File: src/rtl/k_weighting_filter_macros.svh
// Assertion macros for the K-weighting filter.
// Included by the top level; needs the clock and reset ports in scope.
`ifndef K_WEIGHTING_FILTER_MACROS_SVH
`define K_WEIGHTING_FILTER_MACROS_SVH

// Same-cycle implication, checked at every rising clock edge outside reset.
`define KWF_ASSERT_NOW(label, ante, cons) \
   label: assert property (@(posedge clock) disable iff (reset) (ante) |-> (cons)) \
      else $error("kwf assertion failed");

// Next-cycle implication.
`define KWF_ASSERT_NEXT(label, ante, cons) \
   label: assert property (@(posedge clock) disable iff (reset) (ante) |=> (cons)) \
      else $error("kwf assertion failed");

`endif

File: src/rtl/kwf_pkg.sv
// Shared types and constants for the K-weighting filter.
// No dependencies; imported by every module of the block.
package kwf_pkg;

   localparam int CHANNELS  = 5;
   localparam int CH_IDX_W  = (CHANNELS > 1) ? $clog2(CHANNELS) : 1;
   localparam int CH_W      = 3;
   localparam int SAMPLE_W  = 24;
   localparam int HIST_W    = 28;
   localparam int COEF_W    = 32;
   localparam int OPND_W    = HIST_W + 1;
   localparam int PROD_W    = COEF_W + OPND_W;
   localparam int ACC_W     = 64;
   localparam int FRAC_DROP = 28;
   localparam int NUM_REGS  = 8;
   localparam int REG_IDX_W = 3;
   localparam int STEPS     = 5;
   localparam int STEP_W    = 3;

   typedef enum logic [REG_IDX_W-1:0] {
      REG_SHELF_B0      = 3'd0,
      REG_SHELF_B1      = 3'd1,
      REG_SHELF_B2      = 3'd2,
      REG_SHELF_A1      = 3'd3,
      REG_SHELF_A2      = 3'd4,
      REG_HIGHPASS_GAIN = 3'd5,
      REG_HIGHPASS_A1   = 3'd6,
      REG_HIGHPASS_A2   = 3'd7
   } reg_index_type;

   // 48 kHz coefficient set, signed Q4.28.
   localparam logic signed [COEF_W-1:0] REG_RESET [NUM_REGS] = '{
      32'sd412081942, -32'sd722546695, 32'sd321691122, -32'sd453832898,
      32'sd196623811, 32'sd268435456, -32'sd534199295, 32'sd265770495
   };

   typedef struct packed {
      logic                       func;
      logic [CH_W-1:0]            channel;
      logic signed [SAMPLE_W-1:0] sample;
   } req_type;

   typedef struct packed {
      logic [CH_W-1:0]          out_channel;
      logic signed [HIST_W-1:0] weighted;
   } rsp_type;

   // Controller to datapath.
   typedef struct packed {
      logic              load;
      logic              acc_clr;
      logic              mul_en;
      logic              hp_stage;
      logic [STEP_W-1:0] step;
      logic              shelf_rnd;
      logic              hp_rnd;
      logic              retire;
   } kwf_cmd_type;

   // Datapath to controller.
   typedef struct packed {
      logic bypass;
   } kwf_status_type;

endpackage

File: src/rtl/kwf_ctrl.sv
// Sequencer for the K-weighting filter: steps the shared multiplier through
// both biquad stages and owns the handshakes. Depends on kwf_pkg.
module kwf_ctrl
   import kwf_pkg::*;
(
   input  logic           clock,
   input  logic           reset,
   input  logic           req_valid,
   output logic           req_stall,
   output logic           rsp_valid,
   input  logic           rsp_stall,
   input  kwf_status_type status,
   output kwf_cmd_type    cmd
);

   typedef enum logic [7:0] {
      ST_IDLE      = 8'b0000_0001,
      ST_MAC_SHELF = 8'b0000_0010,
      ST_END_SHELF = 8'b0000_0100,
      ST_RND_SHELF = 8'b0000_1000,
      ST_MAC_HP    = 8'b0001_0000,
      ST_END_HP    = 8'b0010_0000,
      ST_RND_HP    = 8'b0100_0000,
      ST_FINISH    = 8'b1000_0000
   } state_type;

   state_type         state_ff, state_in;
   logic [STEP_W-1:0] step_ff, step_in;
   logic              rsp_valid_ff, rsp_valid_in;
   logic              last_step;
   logic              out_free;

   assign last_step = (step_ff == STEP_W'(STEPS - 1));
   assign out_free  = !rsp_valid_ff || !rsp_stall;

   always_comb begin
      state_in = state_ff;
      unique case (state_ff)
         ST_IDLE: begin
            if (req_valid) state_in = ST_MAC_SHELF;
         end
         ST_MAC_SHELF: begin
            if (status.bypass) state_in = ST_FINISH;
            else if (last_step) state_in = ST_END_SHELF;
         end
         ST_END_SHELF: state_in = ST_RND_SHELF;
         ST_RND_SHELF: state_in = ST_MAC_HP;
         ST_MAC_HP: begin
            if (last_step) state_in = ST_END_HP;
         end
         ST_END_HP: state_in = ST_RND_HP;
         ST_RND_HP: state_in = ST_FINISH;
         ST_FINISH: begin
            if (out_free) state_in = ST_IDLE;
         end
         default: state_in = ST_IDLE;
      endcase
   end

   always_comb begin
      step_in = '0;
      if ((state_ff == ST_MAC_SHELF && !status.bypass) || state_ff == ST_MAC_HP) begin
         step_in = last_step ? '0 : step_ff + STEP_W'(1);
      end
   end

   always_comb begin
      cmd           = '0;
      cmd.load      = (state_ff == ST_IDLE) && req_valid;
      cmd.acc_clr   = cmd.load || (state_ff == ST_RND_SHELF);
      cmd.mul_en    = (state_ff == ST_MAC_SHELF && !status.bypass) || (state_ff == ST_MAC_HP);
      cmd.hp_stage  = (state_ff == ST_MAC_HP);
      cmd.step      = step_ff;
      cmd.shelf_rnd = (state_ff == ST_RND_SHELF);
      cmd.hp_rnd    = (state_ff == ST_RND_HP);
      cmd.retire    = (state_ff == ST_FINISH) && out_free;
   end

   always_comb begin
      rsp_valid_in = rsp_valid_ff;
      if (cmd.retire) rsp_valid_in = 1'b1;
      else if (!rsp_stall) rsp_valid_in = 1'b0;
   end

   always_ff @(posedge clock) begin
      if (reset) begin
         state_ff     <= ST_IDLE;
         step_ff      <= '0;
         rsp_valid_ff <= 1'b0;
      end else begin
         state_ff     <= state_in;
         step_ff      <= step_in;
         rsp_valid_ff <= rsp_valid_in;
      end
   end

   assign req_stall = (state_ff != ST_IDLE);
   assign rsp_valid = rsp_valid_ff;

endmodule

File: config.mk
export PLATFORM = sky130hd
export DESIGN_NAME = kwf_ctrl
export DESIGN_NICKNAME = d
export VERILOG_FILES = /design/src/rtl/k_weighting_filter_macros.svh /design/src/rtl/kwf_pkg.sv /design/src/rtl/kwf_ctrl.sv
export SDC_FILE = /design/constraint.sdc
export NUM_CORES = 1
export LEC_CHECK = 0
export BUFFER_PORTS_ARGS = -buffer_cell sky130_fd_sc_hd__buf_2
export CAP_MARGIN = 20
export CORE_UTILIZATION = 50
export DETAILED_ROUTE_END_ITERATION = 8
export PLACE_DENSITY = 0.81
export SLEW_MARGIN = 20
export SYNTH_ARGS = -nofsm -noshare
export SYNTH_HDL_FRONTEND = slang
export SYNTH_SLANG_ARGS = --single-unit
File: constraint.sdc
create_clock -name clock -period 2.1 [get_ports clock]
set_clock_uncertainty 0.15 [all_clocks]
set_input_delay 0.21 -clock clock [delete_from_list [all_inputs] [get_ports clock]]
set_output_delay 0.21 -clock clock [all_outputs]
set_load 0.1 [all_outputs]
==> flow_summary.rst <==
.. list-table::
   :header-rows: 1

   * - Metric
     - Value
   * - Part of the cycle the worst path needs
     - 100%
   * - Vias after detailed routing
     - 793
   * - Max-cap violation count
     - 0
   * - Cell chosen for the clock root
     - clkbuf_4
   * - Crit path setup slack, layout
     - -0.00841 ns
   * - Violations in the final reports
     - setup timing
   * - Flip-flop and latch count after synthesis
     - 12
   * - Total I/O pin count
     - 17
   * - Most used DFF post-synth
     - dfxtp_1
   * - Setup repair after global routing missed its margin
     - true
   * - Count of nets left with antenna violations after detail routing
     - 0
   * - Floorplan die height
     - 39.6 um
   * - Per-cell routed wire length
     - 15.7 um
   * - Total length of routed wires
     - 2.01 mm
   * - N_diodes
     - 0
   * - Number of fill cells in the layout
     - 77
   * - Pre-antenna DRT Iters
     - 4
   * - Static leakage power
     - 0.467 nW
   * - DR DRC count
     - 0
   * - Post-Synthesis Net Count
     - 95
   * - Std-Cell Rows
     - 13
   * - Iter 0 DRT Violations
     - 36
   * - Core region area
     - 1300 um^2
   * - Normalized max-slew margin
     - 67.9%
   * - Num CTS Buffers
     - 3
   * - Synth warn
     - 0
   * - Netlist area before placement
     - 707 um^2
   * - First element of the critical path
     - state_ff[3]
   * - Family with the most delay on the worst path
     - simple AND/OR/NAND/NOR gates
   * - Element type at the critical path end
     - primary output
   * - Slew Viols, Final
     - 0
   * - Asr flop ratio synth
     - 0%
   * - Hold_buf cts
     - 0
   * - Non-Filler Instances
     - 128
   * - Weighted congestion at the end of routability-driven global placement
     - 0.924
   * - Post-synthesis area per instance
     - 8.03 um^2
   * - Number of buffers between clock root and the deepest sink
     - 2
   * - Worst hold path class
     - input port to flop
   * - Via count of the first global-routing pass
     - 644
   * - Gr ovfl total
     - 0
   * - Maximum clock frequency
     - 474 MHz
   * - Number of standard cells after synthesis
     - 88
   * - Clock tree from TritonCTS
     - built
   * - Layout area overhead
     - 52.7%
   * - Worst vdd ir
     - 610 uV
   * - Final Hold Vio Count
     - 0
   * - Required time at the worst-slack endpoint
     - 1.74 ns
   * - Startpoint kind of the worst setup timing path
     - flop
   * - Total of buffers placed on input and output ports
     - 16
   * - CTS clock-pin slew for the worst setup and hold paths
     - 0.07 ns
   * - Final setup violation count
     - 2
   * - Layout net count
     - 121
   * - Buffers plus inverters on the worst setup path
     - 2
   * - H-tree Lvls
     - 1
   * - Share of cells above drive strength 1
     - 43.4%
   * - Share of synthesized area occupied by flip-flops and latches
     - 34.0%
   * - Routed vias/inst
     - 6.20
   * - Data arrival time of the critical path
     - 1.75 ns
   * - Half-perimeter wire length after detailed placement
     - 1.26 mm
   * - Insertion delay of the later-clocked pin in the worst-skew pair
     - 0.28 ns
   * - Initial Util
     - 54.3%
   * - Cell-by-cell trace of the critical path
     - or4b_4, nor3_4, nand2_2, clkinvlp_4, buf_12
   * - Crit path time final
     - 2.11 ns
   * - Type of the worst setup path
     - flop to primary output
   * - Placed insts
     - 118
   * - Status
     - finished, violations left
   * - Die Wd
     - 39.6 um
   * - Crit-path max FO
     - 3
   * - Maximum number of pins on one net before global-route repair
     - 13
   * - Post-synth EDFFs
     - 0
   * - Distinct cells, synth
     - 36
   * - Critical-path top delay cell
     - or4b_4
   * - Overall track demand over capacity in global routing
     - 28.4%
   * - CP peak stage delay
     - 0.54 ns
   * - Power density of the placed cells
     - 588 nW/um^2
   * - Register-to-register path setup slack
     - 0.31 ns
   * - Initial antenna violation count
     - 0
   * - Overall Power
     - 0.635 mW
   * - Critical hold path startpoint
     - rsp_stall
   * - Global-route wire length before repair
     - 2.88 mm
   * - Clock tree sinks
     - 12
   * - Worst r2r src
     - state_ff[3]
   * - Slew at the pin closest to its max-slew limit
     - 0.485 ns
   * - Area of the die
     - 1570 um^2
## placed cells by master (no fill, tap or decap), types with 3 or more instances in the layout
cell and n:
nor2_1 5, a21oi_1 7, o21ai_0 3, nand2_1 4, nand2_2 3, clkbuf_4 3
inv_1 7, nor4_1 4, dfxtp_4 3, dfxtp_1 6, o211ai_1 3, buf_2 9
buf_12 8, dfxtp_2 3, buf_4 8, nand4_1 3
## worst reg2reg max path: stages (launching register included)
cell and delay [ns]:
dfxtp_4 0.35, buf_4 0.15, nor4_4 0.35, nand3b_1 0.21
buf_4 0.18, a21oi_1 0.21, nor4_1 0.08
## area by class of cell
type | instances | area, um^2 | share of cell area, %
inverters | 9 | 37.5 | 3.48
well taps | 15 | 18.8 | 1.74
flip-flops and latches | 12 | 255 | 23.6
multi-input cells | 63 | 467 | 43.2
repair buffers | 25 | 265 | 24.6
clock buffers | 4 | 36.3 | 3.36
## Yosys cell counts (2+ instances only)
master	count	area, um^2
nand2_1	7	26.3
nand3_1	2	10.0
buf_2	2	10.0
nor3_1	3	15.0
nand4_1	3	18.8
ha_1	2	25.0
a21oi_1	7	35.0
nor3_2	2	20.0
o21ai_0	3	15.0
o211ai_1	3	22.5
dfxtp_1	12	240
nand3b_1	2	15.0
nor4_1	4	25.0
xor2_1	2	17.5
inv_1	8	30.0
nor2_1	6	22.5
## metal layers
layer	up-vias	wire length [um]	GRT usage [%]
met4	0	48	15.5
met5	-	0	0
met2	47	1030	45.9
met1	368	782	34.5
met3	7	150	5.68
li1	371	-	-
## registers in the layout, summed over array words and instances, names as in the netlist
signal     cells
step_ff        3
state_ff       8
rsp_valid      1
## what timing repair did
| action | CTS | global route |
|---|---|---|
| endpoints found under the setup margin | 5 | 6 |
| gates resized for setup | 14 | 6 |
| pin swaps | 4 | 7 |
| setup buffers | 3 | 3 |
## where the power goes
group	leakage, nW	total, mW	switching [mW]	internal (mW)
logic	0.346	0.206	0.128	0.0781
clock network	0.0210	0.189	0.0832	0.106
registers	0.100	0.240	0.00875	0.231
total	0.467	0.635	0.220	0.415
## per-stage QoR
step	util, %	setup WS, ns	setup TNS [ns]	hold slack (ns)	instance area (um^2)
2_1_floorplan	-	0.0333	0	0.136	713
3_3_place_gp	70.6	0.205	0	0.315	918
3_5_place_dp	70.6	0.175	0	0.323	918
4_1_cts	78.5	-0.0467	-0.0912	0.0398	1020
5_1_grt	83.0	-0.0537	-0.120	0.0587	1080
6_report	83.0	-0.00841	-0.00883	0.0474	1080
## worst paths after layout
path	cells after the start	endpoint
max	5	cmd[9]
min	3	rsp_valid
max reg2reg	6	state_ff[3]
min reg2reg	2	rsp_valid
## logic make-up after synthesis
group / synth area share [%]
xor+xnor: 3.72
simple gates: 35.8
fa+ha+maj: 3.54
buf+inv: 7.79
compound gates: 15.2
flops: 34.0
No activity file was read; power rests on OpenSTA's default activity.
